File: src/rtl/rs485_pkg.sv
// Package: shared types and constants for the RS485 frame transport core.
package rs485_pkg;

	localparam int MaxFrameDef = 256;
	localparam int CfgIdxW     = 3;

	typedef enum logic [2:0] {
		OP_TICK  = 3'd0,
		OP_RXB   = 3'd1,
		OP_TX    = 3'd2,
		OP_READ  = 3'd3,
		OP_ABORT = 3'd4
	} opcode_t;

	typedef enum logic [CfgIdxW-1:0] {
		REG_BAUD   = 3'd0,
		REG_STOP2  = 3'd1,
		REG_PARITY = 3'd2,
		REG_ENHI   = 3'd3,
		REG_BUSEN  = 3'd4
	} reg_idx_t;

	typedef enum logic [1:0] {
		MODE_IDLE = 2'd0,
		MODE_TX   = 2'd1,
		MODE_RX   = 2'd2
	} bus_mode_t;

	typedef enum logic [2:0] {
		ST_IDLE,
		ST_EXEC,
		ST_DIV,
		ST_FIN,
		ST_OUT
	} fsm_t;

endpackage

File: src/rtl/rs485_if.sv
// Interfaces: item, result and configuration channels.
interface rs485_in_if;
	logic        valid;
	logic        ready;
	logic [2:0]  opcode;
	logic [31:0] now_us;
	logic [7:0]  received_byte;
	logic [8:0]  tx_length;
	logic        write_short;
	logic [8:0]  capacity;
	modport source (output valid, opcode, now_us, received_byte, tx_length, write_short,
		capacity, input ready);
	modport sink (input valid, opcode, now_us, received_byte, tx_length, write_short,
		capacity, output ready);
endinterface

interface rs485_out_if;
	logic        valid;
	logic        ready;
	logic        accepted;
	logic        drive_enable;
	logic [1:0]  bus_mode;
	logic        frame_ready;
	logic [8:0]  frame_length;
	logic [7:0]  data_byte;
	logic        last_of_frame;
	logic [31:0] sent_frame_count;
	logic [31:0] received_frame_count;
	logic [31:0] overflow_count;
	logic [31:0] write_error_count;
	modport source (output valid, accepted, drive_enable, bus_mode, frame_ready,
		frame_length, data_byte, last_of_frame, sent_frame_count, received_frame_count,
		overflow_count, write_error_count, input ready);
	modport sink (input valid, accepted, drive_enable, bus_mode, frame_ready,
		frame_length, data_byte, last_of_frame, sent_frame_count, received_frame_count,
		overflow_count, write_error_count, output ready);
endinterface

interface rs485_cfg_if;
	logic        valid;
	logic        ready;
	logic [2:0]  index;
	logic [31:0] data;
	modport source (output valid, index, data, input ready);
	modport sink (input valid, index, data, output ready);
endinterface

File: src/rtl/rs485_half_duplex_frame_transport_core.sv
// Top level: RS485 half-duplex frame transport controller.
// One word is taken at a time. A tick, received byte, read or abort is executed in the
// cycle after it is taken and finished in the next one, where a read picks up the
// registered memory word. Its result is then presented and held, and the next word can
// be taken once the result leaves. An accepted transmit start also runs a restoring
// divider of the bit-time product by the baud rate, one quotient bit per cycle between
// execute and finish, before its result is presented. After each write to registers
// 0..2 the gap time is recomputed the same way, and both input ports stay stalled until
// it is done. The receive store is a single-port synchronous RAM of MAX_FRAME bytes; its
// contents are undefined until written. The result register holds until taken.
module rs485_half_duplex_frame_transport_core #(
	parameter int MAX_FRAME = rs485_pkg::MaxFrameDef
) (
	input logic clk,
	input logic arst_n,
	rs485_in_if.sink   in_ch,
	rs485_out_if.source out_ch,
	rs485_cfg_if.sink  cfg
);
	localparam int AW = $clog2(MAX_FRAME);
	localparam int CW = $clog2(MAX_FRAME + 1);
	localparam int LW = (CW > 10) ? CW : 10;   // compare width for lengths and counts
	localparam int NW = 57;   // dividend width: 257*12*1e6 < 2^42, margin
	localparam int QB = 57;

	// configuration
	logic [21:0] baud_q;
	logic        stop2_q, par_q, enhi_q, busen_q;
	// control state
	rs485_pkg::fsm_t      st_q, st_d;
	rs485_pkg::bus_mode_t mode_q;
	logic          ready_q, dir_q, div_gap_q;
	logic [CW-1:0] rx_cnt_q;
	logic [AW:0]   rd_idx_q;
	logic [31:0]   dl_q, last_q, gap_q, now_q;
	logic [31:0]   cnt_sent_q, cnt_rcv_q, cnt_ovf_q, cnt_wr_q;
	// latched item
	logic [2:0] op_q;
	logic [7:0] rxb_q;
	logic [8:0] len_q, cap_q;
	logic       sw_q;
	// memory
	logic [7:0] mem [MAX_FRAME];
	logic [7:0] rd_data_s1;
	// divider
	logic [NW-1:0] num_q, rem_q;
	logic [QB-1:0] quo_q;
	logic [6:0]    div_cnt_q;
	// result regs
	logic       acc_q, last_of_q;
	logic [7:0] dat_q;

	logic [3:0] bpc;
	logic [9:0] chars1;
	logic [NW-1:0] bits_w;
	logic [NW:0]   rem_sh;
	logic          gap_pend_q;

	assign bpc = 4'd10 + {3'd0, stop2_q} + {3'd0, par_q};

	// divider start: dividend = chars*bpc*1e6 + baud-1
	function automatic logic [NW-1:0] dividend(input logic [9:0] c, input logic [3:0] b,
		input logic [21:0] bd);
		logic [13:0] bits;
		logic [21:0] bd1;
		begin
			bits = c * b;
			bd1  = (bd == 22'd0) ? 22'd1 : bd;
			dividend = NW'(bits) * NW'(1000000) + NW'(bd1) - NW'(1);
		end
	endfunction

	logic [21:0] divisor;
	assign divisor = (baud_q == 22'd0) ? 22'd1 : baud_q;
	assign rem_sh = {rem_q, num_q[NW-1]};
	assign chars1 = div_gap_q ? 10'd5 : {1'b0, len_q} + 10'd1;
	assign bits_w = dividend(chars1, bpc, baud_q);

	// handshakes
	assign in_ch.ready = (st_q == rs485_pkg::ST_IDLE) && !gap_pend_q;
	assign cfg.ready   = (st_q == rs485_pkg::ST_IDLE) && !gap_pend_q;

	logic in_fire, cfg_fire;
	assign in_fire  = in_ch.valid && in_ch.ready;
	assign cfg_fire = cfg.valid && cfg.ready;

	// saturated quotient
	logic [31:0] dur;
	assign dur = (|quo_q[QB-1:32]) ? 32'hFFFF_FFFF : quo_q[31:0];

	// transmit start checks
	logic          tx_ok, tx_go;
	assign tx_ok = busen_q && len_q != 9'd0 && LW'(len_q) <= LW'(MAX_FRAME)
		&& mode_q == rs485_pkg::MODE_IDLE && !ready_q;
	assign tx_go = tx_ok && !sw_q;

	// next-state
	always_comb begin
		st_d = st_q;
		case (st_q)
			rs485_pkg::ST_IDLE: begin
				if (gap_pend_q) st_d = rs485_pkg::ST_DIV;
				else if (in_fire) st_d = rs485_pkg::ST_EXEC;
			end
			rs485_pkg::ST_EXEC: st_d = (op_q == rs485_pkg::OP_TX && tx_go) ?
				rs485_pkg::ST_DIV : rs485_pkg::ST_FIN;
			rs485_pkg::ST_DIV: if (div_cnt_q == 7'd0) st_d = rs485_pkg::ST_FIN;
			rs485_pkg::ST_FIN: st_d = div_gap_q ? rs485_pkg::ST_IDLE : rs485_pkg::ST_OUT;
			rs485_pkg::ST_OUT: if (out_ch.ready) st_d = rs485_pkg::ST_IDLE;
			default: st_d = rs485_pkg::ST_IDLE;
		endcase
	end

	always_ff @(posedge clk or negedge arst_n) begin
		if (!arst_n) st_q <= rs485_pkg::ST_IDLE;
		else st_q <= st_d;
	end

	// receive store: one port, read registered
	logic          mem_we;
	logic [AW-1:0] mem_addr;
	assign mem_we = (st_q == rs485_pkg::ST_EXEC) && op_q == rs485_pkg::OP_RXB && busen_q
		&& mode_q == rs485_pkg::MODE_RX && !ready_q && rx_cnt_q < CW'(MAX_FRAME);
	assign mem_addr = mem_we ? rx_cnt_q[AW-1:0] : rd_idx_q[AW-1:0];

	always_ff @(posedge clk) begin
		if (mem_we) mem[mem_addr] <= rxb_q;
		rd_data_s1 <= mem[mem_addr];
	end

	logic rd_ok;
	assign rd_ok = ready_q && LW'(cap_q) >= LW'(rx_cnt_q)
		&& CW'(rd_idx_q) < rx_cnt_q;

	// datapath and state update
	always_ff @(posedge clk or negedge arst_n) begin
		if (!arst_n) begin
			baud_q <= 22'd9600; stop2_q <= 1'b0; par_q <= 1'b0;
			enhi_q <= 1'b1; busen_q <= 1'b0;
			mode_q <= rs485_pkg::MODE_IDLE; ready_q <= 1'b0; dir_q <= 1'b0;
			rx_cnt_q <= '0; rd_idx_q <= '0; dl_q <= '0; last_q <= '0;
			gap_q <= 32'd5209; gap_pend_q <= 1'b0; div_gap_q <= 1'b0;
			cnt_sent_q <= '0; cnt_rcv_q <= '0; cnt_ovf_q <= '0; cnt_wr_q <= '0;
			acc_q <= 1'b0; last_of_q <= 1'b0; dat_q <= '0; div_cnt_q <= '0;
		end else begin
			// config writes
			if (cfg_fire) begin
				case (rs485_pkg::reg_idx_t'(cfg.index))
					rs485_pkg::REG_BAUD:   begin baud_q <= cfg.data[21:0]; gap_pend_q <= 1'b1; end
					rs485_pkg::REG_STOP2:  begin stop2_q <= cfg.data[0]; gap_pend_q <= 1'b1; end
					rs485_pkg::REG_PARITY: begin par_q <= cfg.data[0]; gap_pend_q <= 1'b1; end
					rs485_pkg::REG_ENHI:   enhi_q <= cfg.data[0];
					rs485_pkg::REG_BUSEN:  busen_q <= cfg.data[0];
					default: ;
				endcase
			end
			case (st_q)
				rs485_pkg::ST_IDLE: begin
					if (gap_pend_q) begin
						gap_pend_q <= 1'b0;
						div_gap_q  <= 1'b1;
						div_cnt_q  <= 7'(QB - 1);
					end else if (in_fire) begin
						div_gap_q <= 1'b0;
						div_cnt_q <= 7'(QB - 1);
					end
				end
				rs485_pkg::ST_EXEC: begin
					acc_q <= (op_q == rs485_pkg::OP_TX) && tx_go;
					last_of_q <= 1'b0; dat_q <= '0;
					case (rs485_pkg::opcode_t'(op_q))
						rs485_pkg::OP_TICK: if (busen_q) begin
							// deadline passed: release the bus and listen; the gap cannot
							// have run out at the same tick
							if (mode_q == rs485_pkg::MODE_TX
								&& (now_q - dl_q) < 32'h8000_0000) begin
								dir_q <= ~enhi_q; mode_q <= rs485_pkg::MODE_RX; last_q <= now_q;
							end else if (mode_q == rs485_pkg::MODE_RX && !ready_q
								&& rx_cnt_q != '0 && (now_q - last_q) >= gap_q) begin
								ready_q <= 1'b1; rd_idx_q <= '0;
								mode_q <= rs485_pkg::MODE_IDLE; cnt_rcv_q <= cnt_rcv_q + 32'd1;
							end
						end
						rs485_pkg::OP_RXB: if (busen_q && mode_q == rs485_pkg::MODE_RX && !ready_q) begin
							if (rx_cnt_q >= CW'(MAX_FRAME)) begin
								cnt_ovf_q <= cnt_ovf_q + 32'd1;
								dir_q <= ~enhi_q; mode_q <= rs485_pkg::MODE_IDLE;
								ready_q <= 1'b0; rx_cnt_q <= '0; rd_idx_q <= '0;
							end else begin
								rx_cnt_q <= rx_cnt_q + CW'(1); last_q <= now_q;
							end
						end
						rs485_pkg::OP_TX: if (tx_ok) begin
							rx_cnt_q <= '0; rd_idx_q <= '0;
							if (sw_q) begin
								cnt_wr_q <= cnt_wr_q + 32'd1; dir_q <= ~enhi_q;
							end else begin
								cnt_sent_q <= cnt_sent_q + 32'd1; dir_q <= enhi_q;
								mode_q <= rs485_pkg::MODE_TX;
							end
						end
						rs485_pkg::OP_READ: ;
						rs485_pkg::OP_ABORT: begin
							dir_q <= ~enhi_q; mode_q <= rs485_pkg::MODE_IDLE;
							ready_q <= 1'b0; rx_cnt_q <= '0; rd_idx_q <= '0;
						end
						default: ;
					endcase
				end
				rs485_pkg::ST_DIV: div_cnt_q <= div_cnt_q - 7'd1;
				rs485_pkg::ST_FIN: begin
					if (div_gap_q) gap_q <= dur;
					else if (op_q == rs485_pkg::OP_TX && acc_q) dl_q <= now_q + dur;
					// read completes with the registered memory word
					if (!div_gap_q && op_q == rs485_pkg::OP_READ && rd_ok) begin
						acc_q <= 1'b1; dat_q <= rd_data_s1;
						if (CW'(rd_idx_q) + CW'(1) >= rx_cnt_q) begin
							last_of_q <= 1'b1; rx_cnt_q <= '0; rd_idx_q <= '0; ready_q <= 1'b0;
						end else rd_idx_q <= rd_idx_q + 1'b1;
					end
				end
				default: ;
			endcase
		end
	end

	// item latch and divider
	always_ff @(posedge clk) begin
		if (in_fire) begin
			op_q <= in_ch.opcode; now_q <= in_ch.now_us; rxb_q <= in_ch.received_byte;
			len_q <= in_ch.tx_length; sw_q <= in_ch.write_short; cap_q <= in_ch.capacity;
		end
		if (st_q == rs485_pkg::ST_EXEC || (st_q == rs485_pkg::ST_IDLE && gap_pend_q)) begin
			num_q <= (st_q == rs485_pkg::ST_IDLE) ? dividend(10'd5, bpc, baud_q) : bits_w;
			rem_q <= '0;
			quo_q <= '0;
		end else if (st_q == rs485_pkg::ST_DIV) begin
			num_q <= {num_q[NW-2:0], 1'b0};
			if (rem_sh >= {{(NW-21){1'b0}}, divisor}) begin
				rem_q <= NW'(rem_sh - {{(NW-21){1'b0}}, divisor});
				quo_q <= {quo_q[QB-2:0], 1'b1};
			end else begin
				rem_q <= rem_sh[NW-1:0];
				quo_q <= {quo_q[QB-2:0], 1'b0};
			end
		end
	end

	// EXEC -> FIN skips the divider unless a transmit is accepted
	// (ST_EXEC goes through ST_DIV only for accepted transmits)
	assign out_ch.valid                = (st_q == rs485_pkg::ST_OUT);
	assign out_ch.accepted             = acc_q;
	assign out_ch.drive_enable         = dir_q;
	assign out_ch.bus_mode             = mode_q;
	assign out_ch.frame_ready          = ready_q;
	assign out_ch.frame_length         = 9'(rx_cnt_q);
	assign out_ch.data_byte            = dat_q;
	assign out_ch.last_of_frame        = last_of_q;
	assign out_ch.sent_frame_count     = cnt_sent_q;
	assign out_ch.received_frame_count = cnt_rcv_q;
	assign out_ch.overflow_count       = cnt_ovf_q;
	assign out_ch.write_error_count    = cnt_wr_q;
endmodule

File: src/flat_wrapper.sv
// flat-port wrapper written by rule: the top's interface ports become plain ports
module rs485_half_duplex_frame_transport_core_flat 
#(
	parameter int MAX_FRAME = rs485_pkg::MaxFrameDef
)
  (clk, arst_n, in_ch_valid, in_ch_opcode, in_ch_now_us, in_ch_received_byte, in_ch_tx_length, in_ch_write_short, in_ch_capacity, in_ch_ready, out_ch_valid, out_ch_accepted, out_ch_drive_enable, out_ch_bus_mode, out_ch_frame_ready, out_ch_frame_length, out_ch_data_byte, out_ch_last_of_frame, out_ch_sent_frame_count, out_ch_received_frame_count, out_ch_overflow_count, out_ch_write_error_count, out_ch_ready, cfg_valid, cfg_index, cfg_data, cfg_ready);
  rs485_in_if in_ch_i ();
  rs485_out_if out_ch_i ();
  rs485_cfg_if cfg_i ();
  input logic clk;
  input logic arst_n;
  input wire logic [$bits(in_ch_i.valid)-1:0] in_ch_valid;
  input wire logic [$bits(in_ch_i.opcode)-1:0] in_ch_opcode;
  input wire logic [$bits(in_ch_i.now_us)-1:0] in_ch_now_us;
  input wire logic [$bits(in_ch_i.received_byte)-1:0] in_ch_received_byte;
  input wire logic [$bits(in_ch_i.tx_length)-1:0] in_ch_tx_length;
  input wire logic [$bits(in_ch_i.write_short)-1:0] in_ch_write_short;
  input wire logic [$bits(in_ch_i.capacity)-1:0] in_ch_capacity;
  output wire logic [$bits(in_ch_i.ready)-1:0] in_ch_ready;
  output wire logic [$bits(out_ch_i.valid)-1:0] out_ch_valid;
  output wire logic [$bits(out_ch_i.accepted)-1:0] out_ch_accepted;
  output wire logic [$bits(out_ch_i.drive_enable)-1:0] out_ch_drive_enable;
  output wire logic [$bits(out_ch_i.bus_mode)-1:0] out_ch_bus_mode;
  output wire logic [$bits(out_ch_i.frame_ready)-1:0] out_ch_frame_ready;
  output wire logic [$bits(out_ch_i.frame_length)-1:0] out_ch_frame_length;
  output wire logic [$bits(out_ch_i.data_byte)-1:0] out_ch_data_byte;
  output wire logic [$bits(out_ch_i.last_of_frame)-1:0] out_ch_last_of_frame;
  output wire logic [$bits(out_ch_i.sent_frame_count)-1:0] out_ch_sent_frame_count;
  output wire logic [$bits(out_ch_i.received_frame_count)-1:0] out_ch_received_frame_count;
  output wire logic [$bits(out_ch_i.overflow_count)-1:0] out_ch_overflow_count;
  output wire logic [$bits(out_ch_i.write_error_count)-1:0] out_ch_write_error_count;
  input wire logic [$bits(out_ch_i.ready)-1:0] out_ch_ready;
  input wire logic [$bits(cfg_i.valid)-1:0] cfg_valid;
  input wire logic [$bits(cfg_i.index)-1:0] cfg_index;
  input wire logic [$bits(cfg_i.data)-1:0] cfg_data;
  output wire logic [$bits(cfg_i.ready)-1:0] cfg_ready;
  assign in_ch_i.valid = in_ch_valid;
  assign in_ch_i.opcode = in_ch_opcode;
  assign in_ch_i.now_us = in_ch_now_us;
  assign in_ch_i.received_byte = in_ch_received_byte;
  assign in_ch_i.tx_length = in_ch_tx_length;
  assign in_ch_i.write_short = in_ch_write_short;
  assign in_ch_i.capacity = in_ch_capacity;
  assign in_ch_ready = in_ch_i.ready;
  assign out_ch_valid = out_ch_i.valid;
  assign out_ch_accepted = out_ch_i.accepted;
  assign out_ch_drive_enable = out_ch_i.drive_enable;
  assign out_ch_bus_mode = out_ch_i.bus_mode;
  assign out_ch_frame_ready = out_ch_i.frame_ready;
  assign out_ch_frame_length = out_ch_i.frame_length;
  assign out_ch_data_byte = out_ch_i.data_byte;
  assign out_ch_last_of_frame = out_ch_i.last_of_frame;
  assign out_ch_sent_frame_count = out_ch_i.sent_frame_count;
  assign out_ch_received_frame_count = out_ch_i.received_frame_count;
  assign out_ch_overflow_count = out_ch_i.overflow_count;
  assign out_ch_write_error_count = out_ch_i.write_error_count;
  assign out_ch_i.ready = out_ch_ready;
  assign cfg_i.valid = cfg_valid;
  assign cfg_i.index = cfg_index;
  assign cfg_i.data = cfg_data;
  assign cfg_ready = cfg_i.ready;
  rs485_half_duplex_frame_transport_core #(.MAX_FRAME(MAX_FRAME)) u_core (.clk(clk), .arst_n(arst_n), .in_ch(in_ch_i), .out_ch(out_ch_i), .cfg(cfg_i));
endmodule
File: config.mk
export PLATFORM = sky130hd
export DESIGN_NAME = rs485_half_duplex_frame_transport_core_flat
export DESIGN_NICKNAME = d
export VERILOG_FILES = /design/src/rtl/rs485_pkg.sv /design/src/rtl/rs485_if.sv /design/src/rtl/rs485_half_duplex_frame_transport_core.sv /design/src/flat_wrapper.sv
export SDC_FILE = /design/constraint.sdc
export NUM_CORES = 2
export LEC_CHECK = 0
export ABC_AREA = 1
export BUFFER_PORTS_ARGS = -buffer_cell sky130_fd_sc_hd__clkbuf_2
export CAP_MARGIN = 40
export CORE_ASPECT_RATIO = 1.75
export CORE_MARGIN = 2
export CORE_UTILIZATION = 40
export DETAILED_ROUTE_END_ITERATION = 6
export PLACE_DENSITY_LB_ADDON = 0.2
export RECOVER_POWER = 25
export SLEW_MARGIN = 5
export SYNTH_ARGS = -nofsm -noshare
export SYNTH_HDL_FRONTEND = slang
export SYNTH_SLANG_ARGS = --single-unit
File: constraint.sdc
create_clock -name clk -period 15.7 [get_ports clk]
set_clock_uncertainty 0.15 [all_clocks]
set_input_delay 2.355 -clock clk [delete_from_list [all_inputs] [get_ports clk]]
set_output_delay 2.355 -clock clk [all_outputs]
set_load 0.005 [all_outputs]
==> results summary <==
The synthesized netlist cell count is 10120. In the synthesized netlist the dominant register cell turns out to be sky130_fd_sc_hd__edfxtp_1. The layout cell share with drive strength beyond 1 came out at 0.08908.

The flow ran to the end, but the final reports show violations. The worst setup path is captured at a register. The area of the placeable core came out at 0.2884 mm^2. The root buffer cell chosen for the clock tree is sky130_fd_sc_hd__clkbuf_16. In the finished design, the share of the clock period the worst path needs comes to 0.7214. For the worst-skew pair, the clock arrives at the later sink with an insertion delay of 0.92 ns.

Across every metal layer, demand over resource in global routing totals 0.2315. The fmax is 88.29 MHz. The net count after synthesis is 10620. The transition time of the tightest slew-check pin came out at 8.981 ns. The routability congestion estimate came out at 0.9086. The checks that failed: capacitance limit, slew limit. The critical path arrival is 10.60 ns.

The via density per instance came out at 5.449. Counting flops and latches in the post-synthesis netlist gives 2583. The number of global-route vias before repair came out at 79680. Along the worst path, the maximum fanout reaches 176. The average routed wire per standard cell came out at 24.25 um. The hold-critical path depth is 1. The deepest level of the CTS H-tree is 4. The global-route congestion overflow total is 0. The growth of design area from synthesis to finish is 11.67%. The post-CTS setup buffer count came out at 0. The combined area of all synthesized cells came out at 0.1159 mm^2. The count of instances resized after the clock tree is built came out at 0.

The worst min-delay path endpoint is u_core.out_ch.received_frame_count[31]. The clock sink total is 2583. The end-of-flow core utilization is 0.4488. The clock edge transition at the registers on the reported setup and hold paths came out at 0.07 ns.

The number of library cell types mapped by synthesis is 67. The cell depth of the worst flop-to-flop path is 3. The number of antenna-violating nets in the routed design is 0.

The wire length of the first global-routing pass is 510300 um. Setup violations remaining at the end of the flow were counted as 0. The normalized max-slew margin came out at -4.987.

The critical path is of the register to register type. The clock passes through at most 4 buffers. For this configuration, the core starts out at a cell density of 0.4019. For the final routed database, the setup TNS stands at 0 ns.

The first routing iteration left 6595 violations. The TritonCTS buffer count is 233. The register area share after synthesis is 0.6462.

The number of buffers added on ports came out at 245. Pin placement for this block handled 256 I/O pins. The area enclosed by the die boundary came out at 0.2942 mm^2. The overall via count from detail_route came out at 78320. Each instance of the synthesized netlist takes up on average 11.45 um^2. The final layout contains 10860 nets. The chip width came out at 410.9 um.

The total half-perimeter wirelength after legalization and detailed placement came out at 234600 um. The number of max-capacitance violations reported came out at 16. The number of antenna violations at the first check in global routing is 5. Across all register-to-register paths, the minimum setup slack is 4.37 ns. The final-report hold violation count is 0.

The share of synthesized flip-flops with an asynchronous set or reset came out at 0.1138. Counting flops with a built-in enable in the synthesized netlist gives 2167. The count of pins over their slew limit was 1408.

The clock period minus worst slack came out at 11.33 ns. In this run the most critical hold path is launched from u_core.out_ch.received_frame_count[31]. Setup repair after global routing left no endpoint under its margin. In this run the core area contains 261 standard-cell rows.

The die span in y is 716.1 um. The count of hold buffers inserted by post-cts repair came out at 0. The largest net degree at the start of global routing came out at 183. The number of search-and-repair iterations in the first detailed-routing pass is 7.

TritonCTS built the clock tree. The total wire length is 348500 um. The launch point of the worst reg-to-reg path is u_core.rxb_q[3].

The Yosys step of the flow raised 0 warnings. The worst hold path class is register to register. The worst register-to-register path ends at u_core.mem[104][3]. The required time of the critical path came out at 14.97 ns. The startpoint type of the worst setup path is a register. In the routed design, unresolved DRC markers number 0.
metal layers:
layer  up-vias  GRT usage  share of wire
li1      36410          -              -
met1     38810     0.2495           0.36
met2      2415     0.4367           0.53
met3       698    0.02387          0.045
met4         0     0.1300          0.065
met5         -          0              0
layout make-up:
type	count	area, um^2
Antenna cell	8	20.02
Clock buffer	283	6180
Clock inverter	141	1469
Fill cell	26550	158900
Inverter	911	3421
Multi-Input combinational cell	6205	35790
Sequential cell	2583	74890
Tap cell	3813	4771
Timing Repair Buffer	429	2878
worst max path at each step:
stage | startpoint | endpoint | slack, ns | depth (start not counted)
floorplan | u_core.par_q | u_core.num_q[31] | 6.55 | 49
global placement | u_core.par_q | u_core.num_q[31] | 4.61 | 53
detailed placement | u_core.par_q | u_core.num_q[31] | 4.91 | 47
CTS | u_core.par_q | u_core.num_q[36] | 4.87 | 40
global route | u_core.rxb_q[3] | u_core.mem[141][3] | 3.64 | 3
finish | u_core.rxb_q[3] | u_core.mem[104][3] | 4.37 | 3
worst max-delay path: stages (launching register included):
cell	delay (ns)
sky130_fd_sc_hd__edfxtp_1	0.32
sky130_fd_sc_hd__clkbuf_1	0.98
sky130_fd_sc_hd__clkbuf_1	1.91
sky130_fd_sc_hd__clkbuf_1	6.20
cell usage in the layout (no fill, tap or decap), drive strengths merged, types with 96 or more instances in the layout:
cell type	n
edfxtp	2167
nand2	2124
a22oi	1044
inv	913
nor2	775
clkbuf	549
o21ai	376
a21oi	360
ha	336
nand3	300
dfrtp	283
xor2	176
nand4	164
buf	163
dfxtp	122
nor3	101
xnor2	96
cell usage after synthesis (27+ instances only):
cell	number	area, um^2
sky130_fd_sc_hd__xor2_1	176	1541
sky130_fd_sc_hd__clkbuf_1	173	649.4
sky130_fd_sc_hd__nor3_1	93	465.5
sky130_fd_sc_hd__nor2_1	735	2759
sky130_fd_sc_hd__buf_2	185	925.9
sky130_fd_sc_hd__inv_1	880	3303
sky130_fd_sc_hd__nand3_1	294	1471
sky130_fd_sc_hd__dfxtp_1	122	2442
sky130_fd_sc_hd__ha_1	336	4204
sky130_fd_sc_hd__o21ai_0	325	1627
sky130_fd_sc_hd__buf_1	47	176.4
sky130_fd_sc_hd__fa_1	59	1181
sky130_fd_sc_hd__mux2_2	30	337.8
sky130_fd_sc_hd__or2_2	30	187.7
sky130_fd_sc_hd__dfrtp_1	283	7082
sky130_fd_sc_hd__a21oi_1	359	1797
sky130_fd_sc_hd__o21ai_1	45	225.2
sky130_fd_sc_hd__nor4_1	27	168.9
sky130_fd_sc_hd__edfxtp_1	2167	65070
sky130_fd_sc_hd__nor2_2	28	175.2
sky130_fd_sc_hd__nand4_1	164	1026
sky130_fd_sc_hd__xnor2_1	96	840.8
sky130_fd_sc_hd__nand2_1	2113	7931
sky130_fd_sc_hd__a22oi_1	1044	7838
flip-flops by register name, indices dropped and copies added, names as in the netlist, 3 cells and up:
register and flops:
u_core.out_ch.data_byte 8, u_core.cap_q 9, u_core.op_q 3, u_core.out_ch.frame_length 9, u_core.div_cnt_q 7, u_core.rxb_q 8
u_core.st_q 3, u_core.out_ch.sent_frame_count 32, u_core.out_ch.overflow_count 32, u_core.len_q 9, u_core.last_q 32, u_core.dl_q 32
u_core.gap_q 32, u_core.rd_idx_q 9, u_core.num_q 57, u_core.quo_q 57, u_core.out_ch.received_frame_count 32, u_core.rem_q 57
u_core.rd_data_s1 8, u_core.baud_q 22, u_core.out_ch.write_error_count 32, u_core.mem 2048, u_core.now_q 32
cells by family (layout without fill, tap and decap cells):
| family | count (synthesis) | count (layout) | share of synthesized area |
|---|---|---|---|
| and+or+nand+nor | 3584 | 3584 | 0.1293 |
| DFF | 2583 | 2583 | 0.6462 |
| AOI/OAI and AO/OA | 1923 | 1923 | 0.1088 |
| buffers and inverters | 1331 | 1764 | 0.04571 |
| adders and majority gates | 395 | 395 | 0.04647 |
| xor gates and xnor gates | 272 | 272 | 0.02056 |
| muxes | 30 | 30 | 0.002915 |
| other | 1 | 9 | 0.00003236 |
per-stage QoR:
| step | cells | worst slack (ns) | area, um^2 | hold slack [ns] |
|---|---|---|---|---|
| global route | 14370 | 3.638 | 129400 | 0.3362 |
| detailed placement | 13940 | 4.907 | 122000 | 0.3086 |
| global placement | 13870 | 4.605 | 121100 | 0.3071 |
| CTS | 14360 | 4.869 | 129600 | 0.3238 |
| floorplan | 10120 | 6.548 | 115900 | 0.2837 |
| finish | 14370 | 4.373 | 129400 | 0.3159 |
Power is left out: the tool's default activity adds up to more than one toggle a clock period on the data nets, which glitch-free logic cannot reach.
